==> config.mk <==
export PLATFORM = sky130hd
export DESIGN_NAME = ppm_frame_decoder
export DESIGN_NICKNAME = d
export VERILOG_FILES = /design/src/rtl/ppmd_pkg.sv /design/src/rtl/ppmd_bounds.sv /design/src/rtl/ppm_frame_decoder.sv
export SDC_FILE = /design/constraint.sdc
export NUM_CORES = 1
export LEC_CHECK = 0
export ABC_AREA = 1
export BUFFER_PORTS_ARGS = -buffer_cell sky130_fd_sc_hd__buf_2
export CAP_MARGIN = 30
export CELL_PAD_IN_SITES_DETAIL_PLACEMENT = 1
export CELL_PAD_IN_SITES_GLOBAL_PLACEMENT = 2
export CORE_UTILIZATION = 41
export CTS_CLUSTER_SIZE = 16
export DETAILED_ROUTE_END_ITERATION = 16
export GPL_TIMING_DRIVEN = 0
export PLACE_DENSITY_LB_ADDON = 0.12
export RECOVER_POWER = 25
export SLEW_MARGIN = 20
export SYNTH_ARGS = -nofsm -noshare
export SYNTH_HDL_FRONTEND = slang
export SYNTH_SLANG_ARGS = --single-unit
==> constraint.sdc <==
create_clock -name i_clk -period 10.7 [get_ports i_clk]
set_input_delay 2.14 -clock i_clk [delete_from_list [all_inputs] [get_ports i_clk]]
set_output_delay 2.14 -clock i_clk [all_outputs]
set_load 0.005 [all_outputs]
==> src/rtl/ppmd_pkg.sv <==
// Package for the PPM frame decoder: beat payload types, configuration indexes,
// reset values, widths and the window bound bundle. No dependencies.
package ppmd_pkg;

    localparam int TIME_BITS = 16;
    localparam int CNT_W     = 5;
    localparam int MATCH_W   = 4;
    localparam int BOUND_W   = 24;
    localparam int CFG_IDX_W = 3;
    localparam int CFG_W     = 16;

    localparam logic [CNT_W-1:0]   MAX_SLOTS   = CNT_W'(16);
    localparam logic [MATCH_W-1:0] LOCK_FRAMES = MATCH_W'(10);

    localparam logic [CNT_W-1:0]     RST_MIN_CNT   = CNT_W'(4);
    localparam logic [CNT_W-1:0]     RST_MAX_CNT   = CNT_W'(8);
    localparam logic [TIME_BITS-1:0] RST_PREPULSE  = TIME_BITS'(300);
    localparam logic [TIME_BITS-1:0] RST_PULSE_MIN = TIME_BITS'(900);
    localparam logic [TIME_BITS-1:0] RST_PULSE_MAX = TIME_BITS'(2100);
    localparam logic [TIME_BITS-1:0] RST_FRAME     = TIME_BITS'(22500);

    typedef enum logic [CFG_IDX_W-1:0] {
        CFG_MIN_CNT   = 3'd0,
        CFG_MAX_CNT   = 3'd1,
        CFG_PREPULSE  = 3'd2,
        CFG_PULSE_MIN = 3'd3,
        CFG_PULSE_MAX = 3'd4,
        CFG_FRAME     = 3'd5
    } t_cfg_idx;

    typedef struct packed {
        logic                 pin_edge;
        logic                 pin_level;
        logic [TIME_BITS-1:0] timestamp;
    } t_ppm_in;

    typedef struct packed {
        logic [CNT_W-1:0]     channel_index;
        logic [TIME_BITS-1:0] measured_width;
        logic                 width_valid;
        logic                 in_sync;
        logic                 sync_fault;
        logic                 channel_fault;
        logic                 count_locked;
        logic [CNT_W-1:0]     detected_channels;
    } t_ppm_out;

    typedef struct packed {
        logic signed [BOUND_W-1:0] chan_lo;
        logic signed [BOUND_W-1:0] chan_hi;
        logic signed [BOUND_W-1:0] sync_lo;
        logic signed [BOUND_W-1:0] sync_hi;
    } t_ppmd_bounds;

endpackage

==> src/rtl/ppmd_bounds.sv <==
// Window bound registers for the PPM frame decoder.
// Derives the channel and sync width windows from the configuration; uses ppmd_pkg.
module ppmd_bounds
    import ppmd_pkg::*;
(
    input  logic                 i_clk,
    input  logic [CNT_W-1:0]     i_min_cnt,
    input  logic [CNT_W-1:0]     i_max_cnt,
    input  logic [TIME_BITS-1:0] i_prepulse,
    input  logic [TIME_BITS-1:0] i_pulse_min,
    input  logic [TIME_BITS-1:0] i_pulse_max,
    input  logic [TIME_BITS-1:0] i_frame,
    output t_ppmd_bounds         o_bounds
);

    localparam int PROD_W = CNT_W + TIME_BITS;

    t_ppmd_bounds              r_bounds;
    t_ppmd_bounds              n_bounds;
    logic [PROD_W-1:0]         max_prod;
    logic [PROD_W-1:0]         min_prod;
    logic signed [BOUND_W-1:0] frame_s;
    logic signed [BOUND_W-1:0] pre_s;

    always_comb begin
        max_prod = PROD_W'(i_max_cnt) * PROD_W'(i_pulse_max);
        min_prod = PROD_W'(i_min_cnt) * PROD_W'(i_pulse_min);
        frame_s  = signed'(BOUND_W'(i_frame));
        pre_s    = signed'(BOUND_W'(i_prepulse));
        n_bounds.chan_lo = signed'(BOUND_W'(i_pulse_min)) - pre_s;
        n_bounds.chan_hi = signed'(BOUND_W'(i_pulse_max)) - pre_s;
        n_bounds.sync_lo = frame_s - signed'(BOUND_W'(max_prod)) - pre_s;
        n_bounds.sync_hi = frame_s - signed'(BOUND_W'(min_prod)) - pre_s;
    end

    always_ff @(posedge i_clk) begin
        r_bounds <= n_bounds;
    end

    assign o_bounds = r_bounds;

endmodule

==> src/rtl/ppm_frame_decoder.sv <==
// A beat accepted into the input register is loaded into the result register once
// that register is free, and its result beat is offered to the output from there.
// Throughput: one beat per cycle; the input register moves on whenever the
// result register is empty or its beat is taken in the same cycle.
// Reset (i_rst_n low, synchronous) restores the configuration defaults,
// clears both stages and the slot state, and sets both fault flags.
// Top level of the PPM frame decoder; uses ppmd_pkg and ppmd_bounds.
module ppm_frame_decoder
    import ppmd_pkg::*;
(
    input  logic                 i_clk,
    input  logic                 i_rst_n,
    input  logic                 i_cfg_we,
    input  logic [CFG_IDX_W-1:0] i_cfg_idx,
    input  logic [CFG_W-1:0]     i_cfg_data,
    input  logic                 i_in_valid,
    output logic                 o_in_ready,
    input  t_ppm_in              i_in_data,
    output logic                 o_out_valid,
    input  logic                 i_out_ready,
    output t_ppm_out             o_out_data
);

    logic [CNT_W-1:0]     r_min_cnt;
    logic [CNT_W-1:0]     r_max_cnt;
    logic [TIME_BITS-1:0] r_prepulse;
    logic [TIME_BITS-1:0] r_pulse_min;
    logic [TIME_BITS-1:0] r_pulse_max;
    logic [TIME_BITS-1:0] r_frame;
    t_ppmd_bounds         bounds;

    logic                 r_in_valid;
    t_ppm_in              r_in;
    logic                 r_out_valid;
    t_ppm_out             r_out;

    logic [CNT_W-1:0]     r_slot;
    logic [TIME_BITS-1:0] r_start;
    logic                 r_sync;
    logic                 r_sync_err;
    logic                 r_chan_err;
    logic [CNT_W-1:0]     r_count;
    logic [CNT_W-1:0]     r_prev;
    logic [MATCH_W-1:0]   r_match;
    logic                 r_done;

    logic [CNT_W-1:0]     n_slot;
    logic [TIME_BITS-1:0] n_start;
    logic                 n_sync;
    logic                 n_sync_err;
    logic                 n_chan_err;
    logic [CNT_W-1:0]     n_count;
    logic [CNT_W-1:0]     n_prev;
    logic [MATCH_W-1:0]   n_match;
    logic                 n_done;
    t_ppm_out             n_out;

    logic                 out_free;
    logic                 fire;
    logic [TIME_BITS-1:0] width;
    logic signed [BOUND_W-1:0] width_s;
    logic                 chan_ok;
    logic                 sync_ok;
    logic                 count_ready;
    logic                 wvalid;

    ppmd_bounds u_bounds (
        .i_clk       (i_clk),
        .i_min_cnt   (r_min_cnt),
        .i_max_cnt   (r_max_cnt),
        .i_prepulse  (r_prepulse),
        .i_pulse_min (r_pulse_min),
        .i_pulse_max (r_pulse_max),
        .i_frame     (r_frame),
        .o_bounds    (bounds)
    );

    assign out_free    = !r_out_valid || i_out_ready;
    assign fire        = r_in_valid && out_free;
    assign o_in_ready  = !r_in_valid || out_free;
    assign o_out_valid = r_out_valid;
    assign o_out_data  = r_out;

    always_comb begin
        width   = r_in.timestamp - r_start;
        width_s = signed'(BOUND_W'(width));
        chan_ok = (width_s >= bounds.chan_lo) && (width_s <= bounds.chan_hi);
        sync_ok = (width_s > bounds.sync_lo) && (width_s < bounds.sync_hi);

        n_slot      = r_slot;
        n_start     = r_start;
        n_sync      = r_sync;
        n_sync_err  = r_sync_err;
        n_chan_err  = r_chan_err;
        n_count     = r_count;
        n_prev      = r_prev;
        n_match     = r_match;
        n_done      = r_done;
        count_ready = 1'b0;
        wvalid      = 1'b0;

        if (r_in.pin_edge) begin
            if (r_in.pin_level) begin
                if (r_slot >= r_count || r_slot >= MAX_SLOTS) begin
                    n_sync = 1'b0;
                    n_slot = '0;
                end else begin
                    n_slot = r_slot + CNT_W'(1);
                end
                n_start = r_in.timestamp;
            end else begin
                wvalid = 1'b1;
                if (r_sync) begin
                    if (chan_ok) begin
                        n_chan_err = 1'b0;
                    end else if (sync_ok) begin
                        if (!r_done) begin
                            n_count     = r_slot;
                            count_ready = 1'b1;
                            n_sync_err  = 1'b0;
                            n_sync      = 1'b1;
                        end else begin
                            n_sync_err = 1'b1;
                            n_sync     = 1'b0;
                        end
                        n_slot = '0;
                    end else begin
                        n_chan_err = 1'b1;
                    end
                end else begin
                    n_sync_err = !sync_ok;
                    n_sync     = sync_ok;
                    n_slot     = '0;
                end
            end
        end

        if (!r_done && count_ready) begin
            if (r_match < LOCK_FRAMES) begin
                n_match = (n_count == r_prev) ? r_match + MATCH_W'(1) : '0;
                n_prev  = n_count;
            end else begin
                n_done = 1'b1;
            end
        end

        n_out.channel_index     = n_slot;
        n_out.measured_width    = wvalid ? width : '0;
        n_out.width_valid       = wvalid;
        n_out.in_sync           = n_sync;
        n_out.sync_fault        = n_sync_err;
        n_out.channel_fault     = n_chan_err;
        n_out.count_locked      = n_done;
        n_out.detected_channels = n_count;
    end

    always_ff @(posedge i_clk) begin
        if (!i_rst_n) begin
            r_min_cnt   <= RST_MIN_CNT;
            r_max_cnt   <= RST_MAX_CNT;
            r_prepulse  <= RST_PREPULSE;
            r_pulse_min <= RST_PULSE_MIN;
            r_pulse_max <= RST_PULSE_MAX;
            r_frame     <= RST_FRAME;
        end else if (i_cfg_we) begin
            unique case (i_cfg_idx)
                CFG_MIN_CNT:   r_min_cnt   <= i_cfg_data[CNT_W-1:0];
                CFG_MAX_CNT:   r_max_cnt   <= i_cfg_data[CNT_W-1:0];
                CFG_PREPULSE:  r_prepulse  <= i_cfg_data[TIME_BITS-1:0];
                CFG_PULSE_MIN: r_pulse_min <= i_cfg_data[TIME_BITS-1:0];
                CFG_PULSE_MAX: r_pulse_max <= i_cfg_data[TIME_BITS-1:0];
                CFG_FRAME:     r_frame     <= i_cfg_data[TIME_BITS-1:0];
                default: begin
                end
            endcase
        end
    end

    always_ff @(posedge i_clk) begin
        if (!i_rst_n) begin
            r_slot     <= '0;
            r_start    <= '0;
            r_sync     <= 1'b0;
            r_sync_err <= 1'b1;
            r_chan_err <= 1'b1;
            r_count    <= RST_MAX_CNT;
            r_prev     <= '0;
            r_match    <= '0;
            r_done     <= 1'b0;
        end else begin
            if (i_cfg_we && i_cfg_idx == CFG_MAX_CNT) begin
                r_count <= i_cfg_data[CNT_W-1:0];
            end else if (fire) begin
                r_count <= n_count;
            end
            if (fire) begin
                r_slot     <= n_slot;
                r_start    <= n_start;
                r_sync     <= n_sync;
                r_sync_err <= n_sync_err;
                r_chan_err <= n_chan_err;
                r_prev     <= n_prev;
                r_match    <= n_match;
                r_done     <= n_done;
            end
        end
    end

    always_ff @(posedge i_clk) begin
        if (!i_rst_n) begin
            r_in_valid  <= 1'b0;
            r_out_valid <= 1'b0;
        end else begin
            if (o_in_ready) begin
                r_in_valid <= i_in_valid;
            end
            if (out_free) begin
                r_out_valid <= r_in_valid;
            end
        end
    end

    always_ff @(posedge i_clk) begin
        if (o_in_ready && i_in_valid) begin
            r_in <= i_in_data;
        end
        if (fire) begin
            r_out <= n_out;
        end
    end

    a_slot_range: assert property (@(posedge i_clk) disable iff (!i_rst_n)
        r_slot <= MAX_SLOTS)
        else $error("slot counter beyond the slot limit");

    a_match_range: assert property (@(posedge i_clk) disable iff (!i_rst_n)
        r_match <= LOCK_FRAMES)
        else $error("match counter beyond the lock count");

    a_lock_after_matches: assert property (@(posedge i_clk) disable iff (!i_rst_n)
        $rose(r_done) |-> $past(r_match) == LOCK_FRAMES)
        else $error("count locked before enough matching frames");

    a_lock_sticky: assert property (@(posedge i_clk) disable iff (!i_rst_n)
        r_done |=> r_done)
        else $error("count lock dropped without reset");

    a_width_zero: assert property (@(posedge i_clk) disable iff (!i_rst_n)
        (r_out_valid && !r_out.width_valid) |-> r_out.measured_width == '0)
        else $error("width reported on a beat without a falling edge");

endmodule
==> metrics <==
buffer count from post-CTS setup fixing=0; Cell Count, Final, Fillers Out=3,155; setup violators final=0; Worst slew margin=16.7%; Hold WS=0.466 ns; # H-tree levels=2; Layout Nets=2,901; Max-Cap Viols=0; post-synth cell types=61; setup tns final=0 ns; fin util=between 40% and 50%; Skew-Pair Late Insertion Delay=between 0.5 and 0.6 ns; Yosys top cell by area=dfxtp_1; first-pass GRT wire length=91,300 µm; P per Cell Area=181 mW/mm²; Fin. Hold Viols=0; total power=0.00389 W; Die ar.=between 0.04 and 0.05 mm²; Die Height=218 µm; CTS tree=done; asr flop ratio synth=0%; ANT cells=0; Final GP Congestion=0.865; final antenna-violating net count=0; critical path launch point=r_max_cnt[4]; layout cell share with drive strength beyond 1=7.44%; antenna violations before repair=1; FP Rows=78; Worst Reg-to-Reg Cells=26; worst path required time=11.12 ns; total vias in the final route=16,092; LEAKAGE=10.3 nW; Clock Pin Slew Worst Setup and Hold Paths=0.06 ns; 1st-pass router iterations=5; top_reg_cell synth=dfxtp_1; post-synthesis register bit count=around 250; clock tree buffer depth=3; yosys warns=0; Mapped Cells=2,415; Post-synth EDFFs=49; FILL cells=5,631; GRT Residual Overflow=0; worst vdd ir=0.000127 V; WP data arrival=approximately 7 ns; Reg2Reg Capture Point=u_bounds.o_bounds[44]; Synth area leaders=dfxtp_1 (21%), ha_1 (14%), fa_1 (12%); minimum clock period=6.60 ns; Worst Path Max Fanout=10; cts bufs inserted=34; Core Area=between 0.04 and 0.05 mm²; Hold Buf Count CTS=0; worst clock skew=0.0216 ns; GRT Total Usage=between 20% and 30%; R2R Setup Slk=4.10 ns; Critical Path Start Type=flip-flop; status=finished clean; worst setup path end=u_bounds.o_bounds[44]; P&R area growth vs syn=12.4%; Final Max Slew Viols=0; vias in the first global route=16,734; Post-Route WL=58,500 µm; clk sink count=around 250; sequential cell area=0.00542 mm²; Netlist Area Pre-Place=0.0192 mm²; initial core utilization=41.9%; pin count of the biggest net entering global routing=23; Achievable Freq=151 MHz; CP endpoint kind=flip-flop; most common cell after layout, fill and taps aside=nand2_1; area occupied by multi-input gates=between 0.01 and 0.015 mm²; Die Wd=218 µm; post-synthesis sequential area ratio=28.2%; worst min-delay path category=reg -> reg; DRC violations left=0; share of the synthesized area in the top cell type=20.6%; # IOs=75; Post-Place Cells=roughly 3,100; PortBufs=74; First DRT Iteration DRCs=roughly 650; CTS resizes=0; dpl hpwl=~48,000 µm; RSZ-0062 raised after global routing=false; Mean Syn Cell Area=7.94 µm²; via density per instance=5.10; worst r2r src=r_max_cnt[4]; Final period util=61.7%; most frequent cells in the layout=nand2_1 (484), inv_1 (442), ha_1 (213), dfxtp_1 (197), a21oi_1 (187); Worst-Margin Slew=1.24 ns; critical path class=reg -> reg; Mapped Nets=2,787; root buffer cell=clkbuf_16; WL per Instance=18.5 µm
-- sequential cells by signal (all words and copies together) (netlist names), 4 cells and up --
register	flops
u_bounds.o_bounds	82
o_out_data	31
r_in	18
r_frame	16
r_prepulse	16
r_pulse_max	16
r_pulse_min	16
r_start	16
r_count	5
r_max_cnt	5
r_min_cnt	5
r_prev	5
r_slot	5
r_match	4
-- layer usage --
metal	up-vias	part of all wire, %	wire length [µm]	global-route usage, %
li1	7929	-	-	-
met1	7809	47	27200	32.9
met2	281	47	27400	42.5
met3	73	3.8	2250	3.59
met4	0	2.8	1650	7.44
met5	-	0	0	0
-- critical path, cell delays in order, from the launching register on --
cell and delay [ns]:
dfxtp_1 0.30, clkbuf_1 0.39, clkbuf_1 0.46, nand2_1 0.15, fa_1 0.54, fa_1 0.56
inv_1 0.06, fa_1 0.52, inv_1 0.04, ha_1 0.35, a21oi_1 0.15, nand2_1 0.10
a21oi_1 0.21, inv_1 0.07, a21oi_1 0.26, o21ai_1 0.16, xor2_1 0.19, ha_1 0.38
a21oi_1 0.17, o21ai_0 0.10, a21oi_1 0.29, o31ai_1 0.17, a21boi_0 0.38, and2_1 0.21
nand2_1 0.06, o21bai_1 0.13, nand2_1 0.08
-- through the flow --
| step | setup WS, ns | cell area [µm²] |
|---|---|---|
| after floorplan | 5.24 | 19200 |
| after global placement | 4.27 | 20300 |
| after detailed placement | 4.16 | 20300 |
| after CTS | 4.13 | 21600 |
| after global routing | 3.50 | 21500 |
| final | 4.10 | 21500 |
-- power by group --
part	total [W]	internal, W	switching, W
sequential	0.00116	0.00110	0.0000606
clock	0.00121	0.000752	0.000457
combinational	0.00152	0.000574	0.000949
-- synth_stat cells, types with 13 or more instances --
library cell  number
o211ai_1          14
dfxtp_1          197
clkbuf_1          42
inv_1            441
nand2_1          484
o21ai_0          107
nand4_1           20
xnor2_1           41
edfxtp_1          49
nand2_2           13
nor2_1           164
nand3_1           83
a31oi_1           13
o21ai_1           25
a21oi_1          187
ha_1             213
xor2_1            76
fa_1             117
-- layout make-up --
type / count / share of cell area [%]
buffer: 48 / 0.895
clock buffer: 49 / 4.79
clock inverter: 13 / 0.796
inverter: 448 / 7.84
multi-input combinational: 1673 / 55.1
sequential: 246 / 25.1
tap: 600 / 3.49
timing repair buffer: 78 / 1.93
-- worst min-delay path by stage --
stage                      startpoint          end  slack (ns)  cells after the start
after floorplan           r_start[10]  r_start[10]        0.43                      2
after global placement     r_start[4]   r_start[4]        0.45                      2
after detailed placement   r_start[3]   r_start[3]        0.46                      2
after CTS                  r_start[3]   r_start[3]        0.47                      2
after global routing      r_start[14]  r_start[14]        0.49                      2
final                     r_start[13]  r_start[13]        0.47                      2
-- cells by family after synthesis --
logic type	Yosys count	share of synthesized area (%)
buf+inv	496	9.82
compound gates	410	12.0
flops	246	28.2
simple gates	811	18.0
fa+ha+maj	330	26.1
xor+xnor	122	5.77
(Power assumes the default switching activity.)
